**config.mk**
```make
export PLATFORM = sky130hd
export DESIGN_NAME = pim_ram
export DESIGN_NICKNAME = d
export VERILOG_FILES = /design/src/rtl/pim_ram.sv
export SDC_FILE = /design/constraint.sdc
export NUM_CORES = 1
export LEC_CHECK = 0
export BUFFER_PORTS_ARGS = -buffer_cell sky130_fd_sc_hd__clkbuf_2
export CELL_PAD_IN_SITES_DETAIL_PLACEMENT = 1
export CELL_PAD_IN_SITES_GLOBAL_PLACEMENT = 2
export CORE_MARGIN = 2
export CORE_UTILIZATION = 52
export DETAILED_ROUTE_END_ITERATION = 12
export GPL_ROUTABILITY_DRIVEN = 0
export PLACE_DENSITY_LB_ADDON = 0.05
export REMOVE_ABC_BUFFERS = 1
export SLEW_MARGIN = 0
export SYNTH_ARGS = -nofsm -noshare
export SYNTH_HDL_FRONTEND = slang
export SYNTH_SLANG_ARGS = --single-unit
```
**constraint.sdc**
```tcl
create_clock -name clock -period 3.6 [get_ports clock]
set_input_delay 0.72 -clock clock [delete_from_list [all_inputs] [get_ports clock]]
set_output_delay 0.72 -clock clock [all_outputs]
set_load 0.01 [all_outputs]
```
**src/rtl/pim_ram.sv**
```systemverilog
// Generic single-port synchronous RAM with registered read data.
`default_nettype none
module pim_ram #(
   parameter int WIDTH = 8,
   parameter int DEPTH = 16,
   localparam int AW = (DEPTH > 1) ? $clog2(DEPTH) : 1
) (
   input  wire logic             clock,
   input  wire logic             we,
   input  wire logic [AW-1:0]    addr,
   input  wire logic [WIDTH-1:0] wdata,
   output logic      [WIDTH-1:0] rdata
);

   logic [WIDTH-1:0] mem_ff [DEPTH];
   logic [WIDTH-1:0] rdata_ff;

   // write at addr, read registered at the same addr
   always_ff @(posedge clock) begin
      if (we) begin
         mem_ff[addr] <= wdata;
      end
      rdata_ff <= mem_ff[addr];
   end

   assign rdata = rdata_ff;

endmodule
`default_nettype wire

```
==> results.ini, run 1 <==
[cells_and_area]
antenna_cells=0
seqCellArea_um2=4000
layout-drive-gt1-share_pct=33.5
final_nets=285
multi_input_area_um2=1000
fillers=808
syn_to_final_growth_pct=16.6

[power]
power.internal_mw=2.77
clkPwrFrac_pct=44.3
peakVddDrop_mv=0.338
powerDensity_nw_per_um2=592
p_leak_nw=1.94
finalPower_mw=3.50
swShare_pct=20.9
power_switching_uw=730
combPwrFrac_pct=4.7
pwr-share-seq_pct=51.0

[routing]
via_count=2390
ant_nets=0
viasPerCell=5.73
dr.pass1.iters=4
routed_wl_um=10300
drt-initial-drc-count=138
drc_errors=0
wl_per_cell_um=24.6

[global_route]
grt_pass1_wl_um=15500
grt.overflow.total=0
busiest_layer=met2
grt_pass1_vias=2613
globalRouteMet1Util_pct=29.7
use_met3_pct=4.61
grtUsageTotal_pct=21.6
antenna_found_initial=0
grt_max_degree=26
grtUsageMet2_pct=34.1

[hold_path]
hp-start=wdata[6]
hold_path.class=in -> reg
holdPathEnd=mem_ff[7][6]$_DFFE_PP_
hold_depth=1

[clock_network]
htree_num_levels=4
insertion_delay_ns=0.51
cts_tree=built
post_cts_resize_count=0
clk_pin_slew_ns=0.06
cts_setup_buffers=0
clock-root-buffer=clkbuf_8
cts_buffers=17
cts_buffer_depth=2
ctsHoldBuffers=0
cts_sinks=136

[floorplan]
rows=36
die-area_um2=10600
start_util_pct=52.8
io_pins=22
core_um2=9590
dieHeight_um=103
die_x_um=103

[worst_setup_path]
rr_endpoint=rdata[2]$_DFF_P_
crit_path_start_kind=input port
crit_arrival_ns=2.49
cp_max_fo=19
reg2regPathDepth=3
r2r_slack_ns=2.26
end_kind=flop
r2r-start=mem_ff[10][2]$_DFFE_PP_
setup.worst_path.class=in -> reg
critPathRequiredTime_ns=3.98

[synthesis]
synth_common_cells=edfxtp_1 (128), mux4_2 (32), a22oi_1 (16)
syn_inst=230
yosys_warnings=0
synth_seq_cells=136
async_flop_share_pct=0
synth_area_leaders=edfxtp_1 (76%), mux4_2 (14%), dfxtp_1 (3.2%)
synth_edf_count=128
seq_area_frac_synth_pct=79.0
yosys.area.top_type_share_pct=75.9
yosys.area.top_type=edfxtp_1
synth_most_common_cell=edfxtp_1
ys.flop_type=edfxtp_1
synth.cell_area_um2=5070
avgSynthCellArea_um2=22.0
synth_cell_type_count=18

[run_status]
status=finished, final reports clean

[sta]
slew-limit-headroom_pct=41.7
worst_slew_pin_slew_ns=0.871
slew_viol_final=0
finalHoldViolCount=0
min_period_ns=2.11
rsz0062_at_grt=false
finalCritPeriodShare_pct=58.5
clock.fmax_mhz=475
setup_viol=0
skew_ns=0.0115
fin_setup_tns_ns=0

[placed_design]
port_buffers=21
hpwl_um=6830

[flow_run]
max_cap_viol_count=0

==> cells in the final DEF (no fill, tap or decap) <==
cell	instances
a22oi_1	16
and2_1	1
buf_4	12
bufinv_16	1
clkbuf_1	2
clkbuf_16	16
clkbuf_2	21
clkbuf_8	2
clkinv_1	1
clkinv_2	3
clkinv_4	3
clkinvlp_4	4
dfxtp_1	8
edfxtp_1	128
mux4_2	32
nand2_1	9
nand2b_1	2
nand3_1	1
nand3b_1	2
nor2_1	13
nor2b_1	2
nor3_1	4
or3b_2	1
==> logic make-up (layout without fill, tap and decap cells) <==
group           after synthesis  in the layout  synth area share (%)
buf+inv                      11             65                  1.19
compound gates               16             16                  2.37
flops                       136            136                  79.0
mux                          32             32                  14.2
simple gates                 35             35                  3.21
==> sequential cells by signal, indices dropped and copies added (netlist names) <==
signal	cells
mem_ff	128
rdata	8
==> power by group through the flow <==
stage	registers, mW	clock network (mW)	logic, mW
finish	1.78	1.55	0.164
global route	1.78	1.63	0.179
CTS	1.78	1.57	0.167
detailed placement	1.81	0	0.166
global placement	1.81	0	0.158
floorplan	1.82	0	0.0729
==> critical path: stages <==
cell and delay, ns:
clkbuf_2 0.48, buf_4 0.38, mux4_2 0.54, a22oi_1 0.28, nand2_1 0.09
==> per-layer routing <==
| metal | share of wire [%] | routed length (um) |
|---|---|---|
| met5 | 0 | 0 |
| met4 | 1.5 | 157 |
| met3 | 4.3 | 440 |
| met2 | 51 | 5210 |
| met1 | 43 | 4460 |
==> area by class of cell <==
class                           count  area share (%)
Multi-Input combinational cell     83            17.0
Tap cell                          133            2.82
Sequential cell                   136            67.8
Clock inverter                     12            1.78
Timing Repair Buffer               33            3.30
Clock buffer                       20            7.37
==> worst max path at each step <==
stage	from	end	slack, ns	depth (start not counted)
after CTS	addr[0]	rdata[2]$_DFF_P_	1.47	5
final	addr[0]	rdata[2]$_DFF_P_	1.49	5
after detailed placement	addr[0]	rdata[2]$_DFF_P_	0.92	5
after global placement	addr[0]	rdata[2]$_DFF_P_	0.96	5
after floorplan	addr[2]	mem_ff[0][0]$_DFFE_PP_	1.39	2
after global routing	addr[0]	rdata[2]$_DFF_P_	1.33	5
==> per-stage QoR <==
stage | hold slack [ns] | cell area [um2] | utilization (%) | instances | setup slack (ns)
2_1_floorplan | 0.635 | 5010 | - | 219 | 1.39
3_3_place_gp | 0.669 | 5370 | 56.0 | 385 | 0.957
3_5_place_dp | 0.690 | 5370 | 56.0 | 385 | 0.923
4_1_cts | 0.622 | 5910 | 61.6 | 417 | 1.47
5_1_grt | 0.664 | 5910 | 61.6 | 417 | 1.33
6_report | 0.640 | 5910 | 61.6 | 417 | 1.49
No activity file was read; power rests on OpenSTA's default activity.
==> inputs of run 2 (changes only) <==
CORE_UTILIZATION = 48   (was 52)
clock period = 1.95 ns   (was 3.6 ns; I/O delays follow)
==> run 2 against run 1 <==
Effect of this change:
- routed wire length increased by 1.1%
- non-clock buffer count is 16 higher
- register-to-register slack lost 1.7 ns
- final cell count increased by 4.6%
- hold slack got worse by 0.33 ns
- core utilization down 1.7 points
- combinational power increased by 98%
- clock power grew 110%
- sequential power increased by 85%
- clock skew shrank 0.0050 ns
- critical path type is now reg -> out
==> results.ini, run 2 (same netlist as run 1, synthesis figures left out) <==
[cells_and_area]
syn_to_final_growth_pct=21.4
layoutNonFillerInstCount=436
final_nets=301
layout_common_cells=edfxtp_1 (128), mux4_2 (32), buf_4 (25)
largest_register=mem_ff
largest_register_ffs=128
antenna_cells=0
layout-drive-gt1-share_pct=37.3
layout_commonest_cell=edfxtp_1

[power]
clkPwrFrac_pct=47.8
power.internal_mw=5.56
pwr-share-seq_pct=47.5
peakVddDrop_mv=0.567
finalPower_mw=6.93
p_leak_nw=2.07
powerDensity_nw_per_um2=1130
swShare_pct=19.8
combPwrFrac_pct=4.7
power_switching_mw=1.37

[global_route]
grt_pass1_wl_um=16300
grtUsageTotal_pct=20.7
grt_max_degree=26
grt_pass1_vias=2685
antenna_found_initial=0
grt.overflow.total=0

[sta]
finalCritPeriodShare_pct=72.5
min_period_ns=1.41
finalHoldViolCount=0
slew-limit-headroom_pct=57.0
slew_viol_final=0
skew_ns=0.00656
fin_setup_tns_ns=0
rsz0062_at_grt=false
clock.fmax_mhz=708
worst_slew_pin_slew_ns=0.643
setup_viol=0

[worst_setup_path]
crit_path_start_kind=flop
cp_max_fo=1
r2r-start=mem_ff[3][5]$_DFFE_PP_
path_buf_inv=1
cp_cell_sequence=clkbuf_2
cp_slowest_cell=dfxtp_1
crit_end=rdata[4]
end_kind=primary output
cp_slowest_stage_delay_ns=0.36
reg2regPathDepth=3
cpLargestDelayFamily=flip-flops
crit_cells=1
crit_arrival_ns=1.02
crit_start=rdata[4]$_DFF_P_
rr_endpoint=rdata[5]$_DFF_P_
r2r_slack_ns=0.55
critPathRequiredTime_ns=1.56
setup.worst_path.class=reg -> out

[routing]
wl_per_cell_um=23.8
drc_errors=0
dr.pass1.iters=4
drt-initial-drc-count=190
ant_nets=0
via_count=2408
viasPerCell=5.52
routed_wl_um=10400

[clock_network]
cts_buffers=17
cts_setup_buffers=0
cts_tree=built
clock-root-buffer=clkbuf_8
ctsHoldBuffers=0
cts_buffer_depth=2
clk_pin_slew_ns=0.06
insertion_delay_ns=0.52
cts_sinks=136
post_cts_resize_count=0
htree_num_levels=4

[floorplan]
rows=37
io_pins=22
core_um2=10300
start_util_pct=49.3
die_x_um=107
dieHeight_um=107
die-area_um2=11400

[flow_run]
max_cap_viol_count=0

[placed_design]
hpwl_um=6910
post-place-cells=404
port_buffers=21

[run_status]
status=finished, final reports clean

[hold_path]
hold_path.class=in -> reg

run 2: changes by cell type in the layout (fill, tap and decap cells not counted), sizes merged:
cell | before | now
buf | 12 | 28
clkinv | 7 | 3
bufinv | 1 | 4
clkbuf | 41 | 42
run 2: final cells by class:
class,instances,area (um2)
Multi-Input combinational cell,83,1000
Tap cell,136,170
Timing Repair Buffer,49,353
Sequential cell,136,4000
Clock buffer,21,449
Clock inverter,11,173
Fill cell,908,4130
run 2: metal layers:
layer / share of wire, % / vias up / routed length, um / track usage [%]
met1: 44 / 1255 / 4520 / 27.8
met3: 4.1 / 12 / 424 / 5.53
met5: 0 / - / 0 / 0
li1: - / 1078 / - / -
met4: 1.5 / 0 / 157 / 8.44
met2: 51 / 63 / 5270 / 32.5
run 2: stage by stage:
stage          cell area (um2)  setup slack, ns  util (%)  hold WS [ns]
3_3_place_gp              5530            0.126      53.8         0.675
3_5_place_dp              5530            0.105      53.8         0.681
4_1_cts                   6150            0.510      59.9         0.303
5_1_grt                   6150            0.500      59.9         0.332
6_report                  6150            0.537      59.9         0.306
2_1_floorplan             5010           0.0671         -         0.489
run 2: worst min-delay path by stage:
stage / start / end / slack (ns) / depth (start not counted)
6_report: wdata[3] / mem_ff[7][3]$_DFFE_PP_ / 0.31 / 1
5_1_grt: wdata[3] / mem_ff[7][3]$_DFFE_PP_ / 0.33 / 1
4_1_cts: wdata[7] / mem_ff[13][7]$_DFFE_PP_ / 0.30 / 1
3_5_place_dp: mem_ff[14][2]$_DFFE_PP_ / rdata[2]$_DFF_P_ / 0.68 / 3
3_3_place_gp: mem_ff[15][5]$_DFFE_PP_ / rdata[5]$_DFF_P_ / 0.67 / 3
2_1_floorplan: wdata[0] / mem_ff[0][0]$_DFFE_PP_ / 0.49 / 0
run 2: power by group through the flow:
stage	clock (mW)	sequential (mW)	combinational, mW
2_1_floorplan	0	3.35	0.135
3_3_place_gp	0	3.35	0.323
5_1_grt	3.47	3.30	0.358
4_1_cts	3.36	3.29	0.334
6_report	3.31	3.29	0.325
3_5_place_dp	0	3.35	0.331
